File: src/rtl/pva_pkg.sv
package pva_pkg;

   localparam int CHANNELS = 8;
   localparam int KEYS     = 64;

   localparam int BITMAP_W   = 64;
   localparam int CHAN_W     = 4;
   localparam int KEYNUM_W   = 7;

   localparam int CH_IDX_W   = (CHANNELS > 1) ? $clog2(CHANNELS) : 1;
   localparam int CH_CNT_W   = $clog2(CHANNELS + 1);
   localparam int KEY_IDX_W  = $clog2(KEYS);
   localparam int KEY_CNT_W  = $clog2(KEYS + 1);

   typedef enum logic [1:0] {
      ST_IDLE,
      ST_KEEP,
      ST_PLACE,
      ST_EMIT
   } pva_state_type;

   typedef struct packed {
      logic load;
      logic keep_step;
      logic place_step;
      logic emit_step;
      logic ptr_clear;
   } pva_cmd_type;

   typedef struct packed {
      logic ch_last;
      logic place_done;
   } pva_status_type;

endpackage

File: src/rtl/pva_ctrl.sv
module pva_ctrl
   import pva_pkg::*;
(
   input  logic           clock,
   input  logic           reset,
   input  logic           req_valid,
   output logic           req_stall,
   output logic           rsp_valid,
   input  logic           rsp_stall,
   input  pva_status_type status,
   output pva_cmd_type    cmd
);

   pva_state_type state_ff;
   pva_state_type state_in;

   always_ff @(posedge clock) begin
      if (reset) begin
         state_ff <= ST_IDLE;
      end else begin
         state_ff <= state_in;
      end
   end

   always_comb begin
      state_in  = state_ff;
      cmd       = '0;
      req_stall = 1'b1;
      rsp_valid = 1'b0;
      unique case (state_ff)
         ST_IDLE: begin
            req_stall = 1'b0;
            if (req_valid) begin
               cmd.load = 1'b1;
               state_in = ST_KEEP;
            end
         end
         ST_KEEP: begin
            cmd.keep_step = 1'b1;
            if (status.ch_last) begin
               cmd.ptr_clear = 1'b1;
               state_in      = ST_PLACE;
            end
         end
         ST_PLACE: begin
            if (status.place_done) begin
               cmd.ptr_clear = 1'b1;
               state_in      = ST_EMIT;
            end else begin
               cmd.place_step = 1'b1;
            end
         end
         ST_EMIT: begin
            rsp_valid = 1'b1;
            if (!rsp_stall) begin
               if (status.ch_last) begin
                  state_in = ST_IDLE;
               end else begin
                  cmd.emit_step = 1'b1;
               end
            end
         end
         default: begin
            state_in = ST_IDLE;
         end
      endcase
   end

endmodule

File: src/rtl/pva_datapath.sv
module pva_datapath
   import pva_pkg::*;
(
   input  logic                clock,
   input  logic                reset,
   input  pva_cmd_type         cmd,
   input  logic [BITMAP_W-1:0] key_bitmap,
   output pva_status_type      status,
   output logic [CHAN_W-1:0]   channel,
   output logic [KEYNUM_W-1:0] key_number,
   output logic                started
);

   logic [KEYNUM_W-1:0]  chan_key_ff [CHANNELS];
   logic [CHANNELS-1:0]  fresh_ff;
   logic [KEYS-1:0]      pending_ff;
   logic [KEYS-1:0]      pending_in;
   logic [CH_CNT_W-1:0]  ch_ptr_ff;
   logic [CH_CNT_W-1:0]  ch_ptr_in;
   logic [KEY_CNT_W-1:0] key_ptr_ff;
   logic [KEY_CNT_W-1:0] key_ptr_in;

   logic [CH_IDX_W-1:0]  ch_idx;
   logic [KEY_IDX_W-1:0] key_idx;
   logic [KEYNUM_W-1:0]  cur_key;
   logic [KEYNUM_W-1:0]  cur_key_m1;
   logic [KEY_IDX_W-1:0] held_idx;
   logic                 kept;
   logic                 wr_en;
   logic [KEYNUM_W-1:0]  wr_key;
   logic                 wr_fresh;

   assign ch_idx     = ch_ptr_ff[CH_IDX_W-1:0];
   assign key_idx    = key_ptr_ff[KEY_IDX_W-1:0];
   assign cur_key    = chan_key_ff[ch_idx];
   assign cur_key_m1 = cur_key - KEYNUM_W'(1);
   assign held_idx   = cur_key_m1[KEY_IDX_W-1:0];
   // stored key still held on the keyboard
   assign kept = (cur_key != '0) && (cur_key <= KEYNUM_W'(KEYS)) && pending_ff[held_idx];

   assign status.ch_last    = (ch_ptr_ff == CH_CNT_W'(CHANNELS - 1));
   assign status.place_done = (ch_ptr_ff == CH_CNT_W'(CHANNELS)) ||
                              (key_ptr_ff == KEY_CNT_W'(KEYS));

   assign channel    = CHAN_W'(ch_ptr_ff);
   assign key_number = cur_key;
   assign started    = fresh_ff[ch_idx];

   always_comb begin
      pending_in = pending_ff;
      ch_ptr_in  = ch_ptr_ff;
      key_ptr_in = key_ptr_ff;
      wr_en      = 1'b0;
      wr_key     = '0;
      wr_fresh   = 1'b0;
      if (cmd.load) begin
         pending_in = key_bitmap[KEYS-1:0];
         ch_ptr_in  = '0;
         key_ptr_in = '0;
      end else if (cmd.keep_step) begin
         if (kept) begin
            pending_in[held_idx] = 1'b0;
         end else begin
            wr_en = 1'b1;
         end
         ch_ptr_in = ch_ptr_ff + CH_CNT_W'(1);
      end else if (cmd.place_step) begin
         if (cur_key != '0) begin
            ch_ptr_in = ch_ptr_ff + CH_CNT_W'(1);
         end else if (pending_ff[key_idx]) begin
            wr_en      = 1'b1;
            wr_key     = KEYNUM_W'(key_ptr_ff) + KEYNUM_W'(1);
            wr_fresh   = 1'b1;
            ch_ptr_in  = ch_ptr_ff + CH_CNT_W'(1);
            key_ptr_in = key_ptr_ff + KEY_CNT_W'(1);
         end else begin
            key_ptr_in = key_ptr_ff + KEY_CNT_W'(1);
         end
      end else if (cmd.emit_step) begin
         ch_ptr_in = ch_ptr_ff + CH_CNT_W'(1);
      end
      if (cmd.ptr_clear) begin
         ch_ptr_in = '0;
      end
   end

   always_ff @(posedge clock) begin
      pending_ff <= pending_in;
      key_ptr_ff <= key_ptr_in;
      if (reset) begin
         ch_ptr_ff <= '0;
         fresh_ff  <= '0;
         for (int i = 0; i < CHANNELS; i++) begin
            chan_key_ff[i] <= '0;
         end
      end else begin
         ch_ptr_ff <= ch_ptr_in;
         if (cmd.load) begin
            fresh_ff <= '0;
         end else if (wr_en) begin
            fresh_ff[ch_idx] <= wr_fresh;
         end
         if (wr_en) begin
            chan_key_ff[ch_idx] <= wr_key;
         end
      end
   end

endmodule

File: src/rtl/polyphonic_voice_allocator.sv
// channel   ports                                   direction  role
// request   req_valid, req_stall, req_key_bitmap    in         keyboard bitmap, one per scan
// response  rsp_valid, rsp_stall, rsp_channel,      out        one per sound channel, in
//           rsp_key_number, rsp_started, rsp_last              channel order, last flags end
//
// a request is loaded, then handled by a serial walk over channels (hold check), then over
// channels and keys (placement), then by the channel-by-channel response phase
// reset is synchronous and active high; every channel comes out of reset silent
// a stall on the response side holds the current response;
// the request side is stalled from acceptance until the last response is taken
module polyphonic_voice_allocator
   import pva_pkg::*;
(
   input  logic                clock,
   input  logic                reset,
   input  logic                req_valid,
   output logic                req_stall,
   input  logic [BITMAP_W-1:0] req_key_bitmap,
   output logic                rsp_valid,
   input  logic                rsp_stall,
   output logic [CHAN_W-1:0]   rsp_channel,
   output logic [KEYNUM_W-1:0] rsp_key_number,
   output logic                rsp_started,
   output logic                rsp_last
);

   // command and status between sequencer and channel datapath
   pva_cmd_type    cmd;
   pva_status_type status;

   // sequencer: idle, hold check, placement, response phases
   pva_ctrl u_ctrl (
      .clock     (clock),
      .reset     (reset),
      .req_valid (req_valid),
      .req_stall (req_stall),
      .rsp_valid (rsp_valid),
      .rsp_stall (rsp_stall),
      .status    (status),
      .cmd       (cmd)
   );

   // channel store, pending key bitmap and the channel and key pointers
   pva_datapath u_datapath (
      .clock      (clock),
      .reset      (reset),
      .cmd        (cmd),
      .key_bitmap (req_key_bitmap),
      .status     (status),
      .channel    (rsp_channel),
      .key_number (rsp_key_number),
      .started    (rsp_started)
   );

   // final channel of the response phase carries the last flag
   assign rsp_last = status.ch_last;

endmodule

File: config.mk
export PLATFORM = sky130hd
export DESIGN_NAME = polyphonic_voice_allocator
export DESIGN_NICKNAME = d
export VERILOG_FILES = /design/src/rtl/pva_pkg.sv /design/src/rtl/pva_ctrl.sv /design/src/rtl/pva_datapath.sv /design/src/rtl/polyphonic_voice_allocator.sv
export SDC_FILE = /design/constraint.sdc
export NUM_CORES = 1
export LEC_CHECK = 0
export BUFFER_PORTS_ARGS = -buffer_cell sky130_fd_sc_hd__buf_2
export CAP_MARGIN = 20
export CORE_ASPECT_RATIO = 0.75
export CORE_MARGIN = 4
export CORE_UTILIZATION = 40
export DETAILED_ROUTE_END_ITERATION = 12
export PLACE_DENSITY_LB_ADDON = 0.2
export SLEW_MARGIN = 20
export SYNTH_ARGS = -nofsm -noshare
export SYNTH_HDL_FRONTEND = slang
export SYNTH_SLANG_ARGS = --single-unit
File: constraint.sdc
create_clock -name clock -period 9.9 [get_ports clock]
set_input_delay 2.97 -clock clock [delete_from_list [all_inputs] [get_ports clock]]
set_output_delay 2.97 -clock clock [all_outputs]
set_load 0.03 [all_outputs]
==> flow_summary.json <==
{
  "vias_per_cell": 6.06,
  "required_ps": 9970,
  "crit_fanout": 23,
  "place_ws_ps": 3810,
  "syn2layout_area_growth_pct": 13.3,
  "ant_nets": 0,
  "synth_warnings": 0,
  "start_kind": "register",
  "initial_core_util": 0.408,
  "io_pins": 83,
  "ys_types": 70,
  "min_path_type": "reg2reg",
  "drc": 0,
  "maxSlewViolCount": 0,
  "cts_hold_buf": 0,
  "core_region_area_sq_um": 20300,
  "leakagePower_nw": 3.14,
  "ys_ff_latch": 144,
  "synth_area_leaders": "edfxtp_1, mux4_2, o21ai_0, dfxtp_1, nand2_1",
  "ys_async_sr_fraction": 0,
  "num_antenna_cells": 0,
  "numCtsBuffers": 17,
  "die_width_microns": 174,
  "clk_latency_ps": 440,
  "nFillCells": 1873,
  "postSynthAreaPerCell_sq_um": 10.7,
  "finalCritPeriodShare": 0.613,
  "dpl.hpwl_microns": 17100,
  "grt_pass1_wl_microns": 37800,
  "worstSetupPathType": "reg2reg",
  "wirelength_microns": 24500,
  "yosys-top-cells-count": "o21ai_0, edfxtp_1, nand2_1",
  "fin_setup_tns_ps": 0,
  "cts_max_level": 4,
  "rows": 45,
  "dpl_cell_area_sq_um": 8780,
  "place.gp.congestion": 0.878,
  "r2r_cells": 11,
  "syn_nets": 848,
  "ys_dominant_reg_cell": "edfxtp_1",
  "syn_area_sq_um": 8260,
  "cts_tree": "yes",
  "clk_pin_slew_ps": 70,
  "antenna_found_initial": 1,
  "worstHoldStart": "u_datapath.key_ptr_ff[6]",
  "final_area_sq_um": 9360,
  "grt_max_degree": 105,
  "maxSlewHeadroom": 0.304,
  "drive_gt1_frac": 0.219,
  "synth_top_cell_area_share": 0.436,
  "cts_root_buf": "clkbuf_16",
  "synthCells": 770,
  "die_y_microns": 132,
  "vias": 6635,
  "grt_pass1_vias": 6326,
  "finalSetupViolCount": 0,
  "cp-end-kind": "register",
  "holdPathStages": 2,
  "rsz0062_at_grt": "false",
  "cts_setup_buffers": 0,
  "worst_slack_ps": 3830,
  "cts_sinks": 144,
  "track_usage": 0.213,
  "cts_max_path_buffers": 2,
  "cts_resized": 0,
  "synth-edff-count": 120,
  "status": "finished, final reports clean",
  "max_freq_mhz": 165,
  "maxCapViolations": 0,
  "final_nets": 902,
  "firstDrtPassIters": 5,
  "worst_pin_slew_ps": 1040,
  "synth.largest_area_cell": "edfxtp_1",
  "dieArea_sq_um": 23000,
  "ys_seq_area_frac": 0.494,
  "numPortBuffers": 82,
  "drt_iter0_drc": 869,
  "irDropWorstVdd_v": 0.000287,
  "finalClockSkew_ps": 10.2,
  "p_per_area_nw_per_um2": 383,
  "finalHoldViolCount": 0,
  "crit_arrival_ps": 6140,
  "wl_per_cell_microns": 22.4,
  "grt_overflow": 0,
  "synth_most_common_cell": "o21ai_0",
  "min_period_ps": 6070
}
## power breakdown
part / internal, mW / switching (mW) / total [mW]
clock network: 0.340 / 0.293 / 0.633
registers: 0.982 / 0.202 / 1.18
logic: 0.601 / 1.16 / 1.77
total: 1.92 / 1.66 / 3.58
## state kept, by name, summed over array words and instances, names as in the netlist, named ones only
signal,cells
u_ctrl.state_ff,2
u_datapath.chan_key_ff,56
u_datapath.channel,4
u_datapath.fresh_ff,8
u_datapath.key_ptr_ff,7
u_datapath.pending_ff,64
## area by class of cell
class,count,area [sq um],share of cell area
clock buffers,18,439,0.0469
flip-flops and latches,144,4080,0.436
well taps,258,323,0.0345
multi-input cells,553,3850,0.412
clock inverters,14,135,0.0144
repair buffers,85,433,0.0463
inverters,23,91.3,0.00976
## cell families (layout without fill, tap and decap cells)
group                      count (synthesis)  in the layout  synth area share
AOI/OAI and AO/OA                        208            208             0.155
DFF                                      144            144             0.494
and+or+nand+nor                          258            258             0.139
buffers and inverters                     73            140            0.0421
xor gates and xnor gates                  15             15            0.0186
adders and majority gates                 10             10            0.0151
muxes                                     62             62             0.135
## critical path, stage by stage, from the launching register on
cell,delay (ps)
dfxtp_1,1010
mux2i_1,260
a22oi_2,730
nand2_8,160
ha_1,860
inv_1,440
o31a_1,390
a32oi_1,180
o221ai_1,150
a21boi_1,460
o211ai_4,300
a31oi_1,750
## layer usage
| metal | GRT usage | vias to the layer above | wire length (microns) |
|---|---|---|---|
| met2 | 0.275 | 336 | 9700 |
| met4 | 0.0563 | 2 | 293 |
| met3 | 0.0497 | 30 | 2370 |
| met5 | 0 | - | 13 |
| met1 | 0.351 | 3260 | 12100 |
| li1 | - | 3007 | - |
## final timing paths
| check | end | slack, ps |
|---|---|---|
| worst max-delay path | u_datapath.chan_key_ff[3][2] | 3830 |
| worst min-delay path | u_datapath.key_ptr_ff[6] | 530 |
| worst min register to register | u_datapath.key_ptr_ff[6] | 530 |
| worst max register to register | u_datapath.chan_key_ff[3][2] | 3830 |
## cells in the final DEF, fill, tap and decap left out, types with 17 or more instances in the layout
master,instances
nor3_1,29
nand3_1,29
dfxtp_1,24
inv_1,18
clkbuf_16,17
nor2_1,69
mux2i_1,18
buf_2,82
mux4_2,38
edfxtp_1,120
o21ai_0,126
nand2_1,97
o21ai_1,17
## stage by stage
stage	utilization	hold slack, ps	total power [mW]	cells
2_1_floorplan	-	479	2.42	770
3_3_place_gp	0.433	501	2.91	1063
3_5_place_dp	0.433	508	2.92	1063
4_1_cts	0.461	520	3.56	1095
5_1_grt	0.462	557	3.79	1095
6_report	0.462	529	3.58	1095
Note: power is estimated with default switching activity, not from simulation.
